$ cat config.mk
export PLATFORM = sky130hd
export DESIGN_NAME = packed_genotype_unpacker
export DESIGN_NICKNAME = d
export VERILOG_FILES = /design/src/hdl/pgu_pkg.sv /design/src/hdl/pgu_emit.sv /design/src/hdl/packed_genotype_unpacker.sv
export VERILOG_INCLUDE_DIRS = /design/src /design/src/hdl
export SDC_FILE = /design/constraint.sdc
export NUM_CORES = 1
export LEC_CHECK = 0
export BUFFER_PORTS_ARGS = -buffer_cell sky130_fd_sc_hd__buf_2
export CORE_UTILIZATION = 46
export CTS_CLUSTER_DIAMETER = 150
export CTS_CLUSTER_SIZE = 28
export DETAILED_ROUTE_END_ITERATION = 10
export PLACE_DENSITY = 0.66
export SLEW_MARGIN = 20
export SYNTH_ARGS = -nofsm -noshare
export SYNTH_HDL_FRONTEND = slang
export SYNTH_HIERARCHICAL = 1
export SYNTH_SLANG_ARGS = --single-unit
$ cat constraint.sdc
create_clock -name clk_i -period 24.2 [get_ports clk_i]
set_input_delay 4.84 -clock clk_i [delete_from_list [all_inputs] [get_ports clk_i]]
set_output_delay 4.84 -clock clk_i [all_outputs]
set_load 0.02 [all_outputs]
$ cat src/hdl/packed_genotype_unpacker_macros.svh
// assertion helpers for the genotype unpacker
`ifndef PACKED_GENOTYPE_UNPACKER_MACROS_SVH
`define PACKED_GENOTYPE_UNPACKER_MACROS_SVH

// condition holds in the same cycle
`define PGU_ASSERT_NOW(lbl, ante, cons, msg) \
  lbl: assert property (@(posedge clk_i) disable iff (!rst_ni) (ante) |-> (cons)) \
    else $error(msg);

// condition holds in the next cycle
`define PGU_ASSERT_NEXT(lbl, ante, cons, msg) \
  lbl: assert property (@(posedge clk_i) disable iff (!rst_ni) (ante) |=> (cons)) \
    else $error(msg);

`endif

$ cat src/hdl/pgu_pkg.sv
`timescale 1ns / 1ps

package pgu_pkg;

  // register indexes on the configuration port
  typedef enum logic [1:0] {
    REG_FORMAT  = 2'd0,
    REG_SAMPLES = 2'd1,
    REG_BYTES   = 2'd2,
    REG_NONE    = 2'd3
  } reg_idx_e;

  localparam logic [14:0] MAX_REC_BYTES = 15'd16384;
  localparam logic [15:0] CHUNK_MAX     = 16'hFFFF;
  localparam logic [1:0]  GENO_MISSING  = 2'd3;

  // genotypes of one byte waiting to be emitted
  typedef struct packed {
    logic [3:0]       geno_mask;
    logic             summary;
    logic [3:0][1:0]  geno;
    logic [15:0]      sample_base;
    logic [15:0]      chunk;
    logic [5:0]       bit_idx;
    logic [16:0]      allele;
    logic [15:0]      called;
  } batch_t;

  // one result word
  typedef struct packed {
    logic        kind;
    logic [15:0] sample;
    logic [15:0] chunk;
    logic [5:0]  bit_idx;
    logic [1:0]  geno;
    logic [16:0] allele;
    logic [15:0] called;
    logic        last;
  } result_t;

  // second format code remap
  function automatic logic [1:0] remap_code(input logic [1:0] raw);
    logic [1:0] g;
    unique case (raw)
      2'd0:    g = 2'd2;
      2'd1:    g = 2'd3;
      2'd2:    g = 2'd1;
      default: g = 2'd0;
    endcase
    return g;
  endfunction

  // chunk index step with saturation
  function automatic logic [15:0] chunk_step(input logic [15:0] c);
    return (c == CHUNK_MAX) ? c : c + 16'd1;
  endfunction

endpackage

$ cat src/hdl/pgu_emit.sv
`timescale 1ns / 1ps

module pgu_emit (
  input  logic             clk_i,
  input  logic             rst_ni,
  input  logic             load_i,
  input  pgu_pkg::batch_t  batch_i,
  output logic             take_o,
  output pgu_pkg::result_t result_o,
  output logic             out_valid_o,
  input  logic             out_ready_i
);

  logic [4:0]       rem_q, rem_d;
  pgu_pkg::batch_t  b_q;
  pgu_pkg::result_t out_q, out_d;
  logic             out_valid_q, out_valid_d;
  logic [2:0]       sel;
  logic [4:0]       sel_hot;
  logic [4:0]       rem_after;
  logic             move;

  // lowest pending result goes first
  always_comb begin
    sel     = 3'd0;
    sel_hot = 5'd0;
    for (int k = 4; k >= 0; k--) begin
      if (rem_q[k]) begin
        sel     = 3'(k);
        sel_hot = 5'(1) << k;
      end
    end
  end

  assign rem_after = rem_q & ~sel_hot;
  assign move      = (rem_q != 5'd0) && (!out_valid_q || out_ready_i);
  assign take_o    = (rem_q == 5'd0) || (move && (rem_after == 5'd0));

  // build the next result word
  always_comb begin
    out_d.chunk   = b_q.chunk;
    out_d.bit_idx = b_q.bit_idx;
    out_d.last    = (rem_after == 5'd0);
    if (sel[2]) begin
      out_d.kind   = 1'b1;
      out_d.sample = 16'd0;
      out_d.geno   = 2'd0;
      out_d.allele = b_q.allele;
      out_d.called = b_q.called;
    end else begin
      out_d.kind   = 1'b0;
      out_d.sample = b_q.sample_base + {14'd0, sel[1:0]};
      out_d.geno   = b_q.geno[sel[1:0]];
      out_d.allele = 17'd0;
      out_d.called = 16'd0;
    end
  end

  // pending mask and output valid
  always_comb begin
    rem_d       = rem_q;
    out_valid_d = out_valid_q;
    if (move) begin
      rem_d       = rem_after;
      out_valid_d = 1'b1;
    end else if (out_ready_i) begin
      out_valid_d = 1'b0;
    end
    if (load_i && take_o) begin
      rem_d = {batch_i.summary, batch_i.geno_mask};
    end
  end

  always_ff @(posedge clk_i or negedge rst_ni) begin
    if (!rst_ni) begin
      rem_q       <= 5'd0;
      out_valid_q <= 1'b0;
    end else begin
      rem_q       <= rem_d;
      out_valid_q <= out_valid_d;
    end
  end

  // payload registers
  always_ff @(posedge clk_i) begin
    if (load_i && take_o) begin
      b_q <= batch_i;
    end
    if (move) begin
      out_q <= out_d;
    end
  end

  assign result_o    = out_q;
  assign out_valid_o = out_valid_q;

endmodule

$ cat src/hdl/packed_genotype_unpacker.sv
`timescale 1ns / 1ps
// the results of an accepted byte are held in the emitter's batch register and pending mask,
// then moved one at a time into its output register: one result word per cycle unless out_ready_i stalls it
// (up to four genotypes plus a summary per byte); a byte with no results loads nothing into the emitter
// the emitter's pending batch register sets the rate; a new byte enters as the last word leaves
// reset: asynchronous active low; registers back to format 1, one sample, one byte per record

`include "packed_genotype_unpacker_macros.svh"

module packed_genotype_unpacker #(
  parameter int CHUNK_BITS = 64
) (
  input  logic        clk_i,
  input  logic        rst_ni,
  // configuration port
  input  logic        psel,
  input  logic        penable,
  input  logic        pwrite,
  input  logic [3:0]  paddr,
  input  logic [31:0] pwdata,
  output logic [31:0] prdata,
  output logic        pready,
  // input words
  input  logic        in_valid_i,
  output logic        in_ready_o,
  input  logic [7:0]  packed_byte_i,
  input  logic        skip_marker_i,
  input  logic        chromosome_start_i,
  // result words
  output logic        out_valid_o,
  input  logic        out_ready_i,
  output logic        result_kind_o,
  output logic [15:0] sample_index_o,
  output logic [15:0] chunk_index_o,
  output logic [5:0]  bit_index_o,
  output logic [1:0]  genotype_o,
  output logic [16:0] allele_count_o,
  output logic [15:0] called_count_o,
  output logic        last_o
);

  localparam logic [6:0] ChunkBitsW = 7'(CHUNK_BITS);

  logic        format_q;
  logic [15:0] samples_q;
  logic [14:0] rec_bytes_q;

  logic [13:0] byte_pos_q;
  logic [15:0] chunk_q;
  logic [5:0]  bit_q;
  logic [16:0] allele_q;
  logic [15:0] called_q;
  logic        skipping_q;

  logic              cfg_wr;
  pgu_pkg::reg_idx_e cfg_idx;
  logic              accept;
  logic [13:0]       len_m1;
  logic              end_rec;
  logic              first_byte;
  logic              skip_now;
  logic              bump_start;
  logic [15:0]       chunk_a;
  logic [5:0]        bit_a;
  logic [6:0]        bit_inc;
  logic [3:0]        add_allele;
  logic [2:0]        add_called;
  logic [16:0]       allele_new;
  logic [15:0]       called_new;
  pgu_pkg::batch_t   batch;
  logic              batch_load;
  logic              take;
  pgu_pkg::result_t  res;

  // configuration registers
  assign pready  = 1'b1;
  assign cfg_wr  = psel && penable && pwrite;
  assign cfg_idx = pgu_pkg::reg_idx_e'(paddr[3:2]);

  always_ff @(posedge clk_i or negedge rst_ni) begin
    if (!rst_ni) begin
      format_q    <= 1'b1;
      samples_q   <= 16'd1;
      rec_bytes_q <= 15'd1;
    end else if (cfg_wr) begin
      unique case (cfg_idx)
        pgu_pkg::REG_FORMAT:  format_q    <= pwdata[0];
        pgu_pkg::REG_SAMPLES: samples_q   <= pwdata[15:0];
        pgu_pkg::REG_BYTES:   rec_bytes_q <= pwdata[14:0];
        default: ;
      endcase
    end
  end

  // register read back
  always_comb begin
    unique case (cfg_idx)
      pgu_pkg::REG_FORMAT:  prdata = {31'd0, format_q};
      pgu_pkg::REG_SAMPLES: prdata = {16'd0, samples_q};
      pgu_pkg::REG_BYTES:   prdata = {17'd0, rec_bytes_q};
      default:              prdata = 32'd0;
    endcase
  end

  // record position and marker flags
  always_comb begin
    if (rec_bytes_q == 15'd0) begin
      len_m1 = 14'd0;
    end else if (rec_bytes_q > pgu_pkg::MAX_REC_BYTES) begin
      len_m1 = 14'h3FFF;
    end else begin
      len_m1 = 14'(rec_bytes_q - 15'd1);
    end
  end

  assign accept     = in_valid_i && in_ready_o;
  assign end_rec    = (byte_pos_q >= len_m1);
  assign first_byte = (byte_pos_q == 14'd0);
  assign skip_now   = first_byte ? skip_marker_i : skipping_q;
  assign bump_start = first_byte && !skip_marker_i && chromosome_start_i && (bit_q != 6'd0);
  assign chunk_a    = bump_start ? pgu_pkg::chunk_step(chunk_q) : chunk_q;
  assign bit_a      = bump_start ? 6'd0 : bit_q;
  assign bit_inc    = {1'b0, bit_a} + 7'd1;

  // decode the four pairs of the byte
  always_comb begin
    add_allele = 4'd0;
    add_called = 3'd0;
    for (int k = 0; k < 4; k++) begin
      batch.geno_mask[k] = !skip_now && ({byte_pos_q, 2'(k)} < samples_q);
      if (format_q) begin
        batch.geno[k] = pgu_pkg::remap_code(packed_byte_i[2*k +: 2]);
      end else begin
        batch.geno[k] = packed_byte_i[6-2*k +: 2];
      end
      if (batch.geno_mask[k] && (batch.geno[k] != pgu_pkg::GENO_MISSING)) begin
        add_allele = add_allele + {2'd0, batch.geno[k]};
        add_called = add_called + 3'd1;
      end
    end
    allele_new        = allele_q + {13'd0, add_allele};
    called_new        = called_q + {13'd0, add_called};
    batch.summary     = !skip_now && end_rec;
    batch.sample_base = {byte_pos_q, 2'b00};
    batch.chunk       = chunk_a;
    batch.bit_idx     = bit_a;
    batch.allele      = allele_new;
    batch.called      = called_new;
  end

  assign batch_load = accept && ((batch.geno_mask != 4'd0) || batch.summary);

  // locus and record state
  always_ff @(posedge clk_i or negedge rst_ni) begin
    if (!rst_ni) begin
      byte_pos_q <= 14'd0;
      chunk_q    <= 16'd0;
      bit_q      <= 6'd0;
      allele_q   <= 17'd0;
      called_q   <= 16'd0;
      skipping_q <= 1'b0;
    end else if (accept) begin
      skipping_q <= skip_now;
      if (end_rec) begin
        byte_pos_q <= 14'd0;
        allele_q   <= 17'd0;
        called_q   <= 16'd0;
        if (!skip_now && (bit_inc >= ChunkBitsW)) begin
          chunk_q <= pgu_pkg::chunk_step(chunk_a);
          bit_q   <= 6'd0;
        end else if (!skip_now) begin
          chunk_q <= chunk_a;
          bit_q   <= bit_inc[5:0];
        end else begin
          chunk_q <= chunk_a;
          bit_q   <= bit_a;
        end
      end else begin
        byte_pos_q <= byte_pos_q + 14'd1;
        allele_q   <= allele_new;
        called_q   <= called_new;
        chunk_q    <= chunk_a;
        bit_q      <= bit_a;
      end
    end
  end

  // result sequencing
  pgu_emit u_emit (
    .clk_i       (clk_i),
    .rst_ni      (rst_ni),
    .load_i      (batch_load),
    .batch_i     (batch),
    .take_o      (take),
    .result_o    (res),
    .out_valid_o (out_valid_o),
    .out_ready_i (out_ready_i)
  );

  assign in_ready_o     = take;
  assign result_kind_o  = res.kind;
  assign sample_index_o = res.sample;
  assign chunk_index_o  = res.chunk;
  assign bit_index_o    = res.bit_idx;
  assign genotype_o     = res.geno;
  assign allele_count_o = res.allele;
  assign called_count_o = res.called;
  assign last_o         = res.last;

  // checks
  `PGU_ASSERT_NOW(a_bit_in_chunk, 1'b1, {1'b0, bit_q} < ChunkBitsW, "bit index past chunk size")
  `PGU_ASSERT_NOW(a_summary_clean, out_valid_o && result_kind_o, (sample_index_o == 16'd0) && (genotype_o == 2'd0), "summary carries genotype fields")
  `PGU_ASSERT_NEXT(a_record_wraps, accept && end_rec, byte_pos_q == 14'd0, "record end did not rewind position")

endmodule

==> results.py <==
metrics = {
    "outcome": {
        "outcome": "finished, final reports clean",
    },
    "detailed_routing": {
        "drt_iter0_drc": 524,
        "drc": 0,
        "vias": 9442,
        "wl_per_cell_um": 16.1,
        "vias_per_cell": 5.42,
        "ant_nets": 0,
        "first_pass_iters": 5,
        "routed_wl_um": 28000,
    },
    "pwr": {
        "p_seq_frac": 0.457,
        "p_comb_frac": 0.395,
        "sw_frac_of_total": 0.387,
        "p_int_uw": 1010,
        "p_per_area_mw_per_mm2": 109,
        "pwr-share-clk": 0.148,
        "vdd_ir_drop_max_uv": 47.1,
        "switchingPower_uw": 634,
        "p_leak_uw": 0.00640,
    },
    "final_layout": {
        "drive_above_1_share": 0.157,
        "nNetsFinal": 1470,
        "areaGrowthSynthToFinish_pct": 9.63,
        "antennaDiodeCount": 0,
    },
    "synthesis": {
        "synth_top_cells_by_area": "edfxtp_1 (34%), dfrtp_1 (19%), ha_1 (5.5%)",
        "synthFlopType": "edfxtp_1",
        "synth_top_cell_by_area": "edfxtp_1",
        "ys_warn_count": 6,
        "synth.top_cell.area_share": 0.338,
        "netlist_instances": 1239,
        "synth-edff-count": 154,
        "synth_cell_types": 86,
        "ys_ff_latch": 262,
        "syn_area_mm2": 0.0137,
        "postSynth.asyncResetShare": 0.412,
        "synth_seq_area_share": 0.535,
        "ys_top_cells_by_count": "edfxtp_1 (154), nand2_1 (154), dfrtp_1 (105)",
        "postSynthAreaPerCell_um2": 11.1,
    },
    "global_route": {
        "grtUsageTotal": 0.187,
        "grt_pass1_vias": 9133,
        "antenna_found_initial": 1,
        "grt_max_degree": 67,
        "top_usage_layer": "met2",
        "grt_overflow": 0,
        "grt_use_met2": 0.319,
        "grt_pass1_wl_um": 46300,
        "met1_usage": 0.254,
        "met3_usage": 0.0241,
    },
    "worst_setup_path": {
        "cp-start-kind": "primary input",
        "cp-end-kind": "primary output",
        "crit_required_ps": 19360,
        "r2r-start": "byte_pos_q[0]",
        "startpoint": "out_ready_i",
        "cp.arrival_ps": 6360,
        "crit_fanout": 7,
        "path_class": "primary input to primary output",
    },
    "placed_design": {
        "io_buffers": 127,
        "hpwl_um": 19800,
        "dp_slack_ps": 13020,
        "place.gp.congestion": 0.847,
    },
    "floorplan": {
        "dieArea_mm2": 0.0305,
        "num_io_pins": 163,
        "dieWidth_um": 175,
        "die_y_um": 175,
        "initial_core_util": 0.472,
        "coreArea_mm2": 0.0290,
        "std_cell_rows": 62,
    },
    "sta": {
        "fin_crit_sh": 0.463,
        "rsz0062_at_grt": "false",
        "setup_viol": 0,
        "max_freq_ghz": 0.0893,
        "whs_ps": 426,
        "worst_slack_ps": 13000,
        "tightest_slew_ps": 939,
        "relSlewSlack": 0.373,
        "clock_skew_ps": 22.3,
        "final-max-slew-violation-count": 0,
        "min_period_ps": 11200,
        "hold_viol_final": 0,
        "fin_setup_tns_ps": 0,
    },
    "clock_network": {
        "cts_max_path_buffers": 3,
        "cts.clk_slew.worst_paths_ps": 110,
        "cts-root-buf": "clkbuf_16",
        "holdBufCountCts": 0,
        "post-cts-setup-buffers": 0,
        "tritoncts": "built",
        "insertion_delay_ps": 500,
        "cts.repair.resized": 0,
        "htreeDepth": 1,
        "cts.sinks": 262,
        "cts-buffers-inserted": 13,
    },
    "worst_hold_path": {
        "hp-start": "u_emit/b_q[52]",
        "hold_path.class": "register to register",
    },
    "job": {
        "max_cap_violations": 0,
    },
}
[final timing paths]
path                       cells past startpoint  slack (ps)                  end
setup / recovery                               6       13000           in_ready_o
hold / removal                                 0         430  u_emit/result_o[55]
setup reg to reg                              26       16330         allele_q[16]
hold reg to reg                                0         430  u_emit/result_o[55]
max in group asynchronous                      2       18550         allele_q[16]
min in group asynchronous                      1        4320           chunk_q[1]
[per-stage QoR]
stage                     std cells  utilization  power, uW  cell area [um2]
after global placement         1720        0.504       1390            14600
after global routing           1741        0.518       1760            15000
after CTS                      1741        0.518       1660            15000
after detailed placement       1720        0.505       1420            14600
after floorplan                1256            -       1230            13800
final                          1741        0.518       1640            15000
[critical path, cell delays in order]
cell and delay [ps]:
buf_2 100, nor2b_1 390, a21oi_1 80, a31oi_1 560
inv_1 170, buf_2 210
[power groups by stage]
stage / Sequential (uW) / Combinational, uW / Clock, uW
finish: 749 / 648 / 243
global placement: 758 / 635 / 0
detailed placement: 761 / 657 / 0
global route: 766 / 731 / 268
floorplan: 822 / 403 / 0
CTS: 751 / 658 / 254
[layout make-up]
class,count,area [um2]
Timing Repair Buffer,139,728
Clock inverter,1,20.0
Multi-Input combinational cell,879,5890
Clock buffer,20,352
Fill cell,2600,14000
Inverter,56,210
Sequential cell,262,7330
Tap cell,384,480
[flip-flops by register name, indices dropped and copies added (netlist names)]
name,flops
bit_q,6
skipping_q,1
samples_q,16
u_emit/b_q,79
u_emit/rem_q,5
u_emit/out_valid_o,1
byte_pos_q,14
allele_q,17
u_emit/result_o,75
called_q,16
rec_bytes_q,15
chunk_q,16
format_q,1
[placed cells by master, fill, tap and decap left out, drive strengths merged, types with 20 or more instances in the layout]
cell type	Yosys	layout
nand2	155	155
nor2	72	72
nor3	21	21
nand4	22	22
dfrtp	105	105
clkbuf	29	20
o21ai	102	102
buf	28	139
mux2	23	23
xnor2	47	47
and3	46	46
ha	60	60
edfxtp	154	154
xor2	37	37
a22o	22	22
nand3	27	27
inv	56	57
a21oi	31	31
[cell families (layout without fill, tap and decap cells)]
logic type | Yosys count | count (layout) | share of synthesized area
AOI/OAI and AO/OA | 236 | 236 | 0.113
xor gates and xnor gates | 84 | 84 | 0.0543
adders and majority gates | 67 | 67 | 0.0643
buffers and inverters | 115 | 216 | 0.0422
DFF | 262 | 262 | 0.535
muxes | 34 | 34 | 0.0288
other | 2 | 19 | 0.000548
and+or+nand+nor | 439 | 439 | 0.162
[layer usage]
layer | share of wire | wire length (um)
met5 | 0.00046 | 13
met4 | 0.015 | 432
met3 | 0.040 | 1120
met2 | 0.48 | 13500
met1 | 0.46 | 12900
Note: power is estimated with default switching activity, not from simulation.
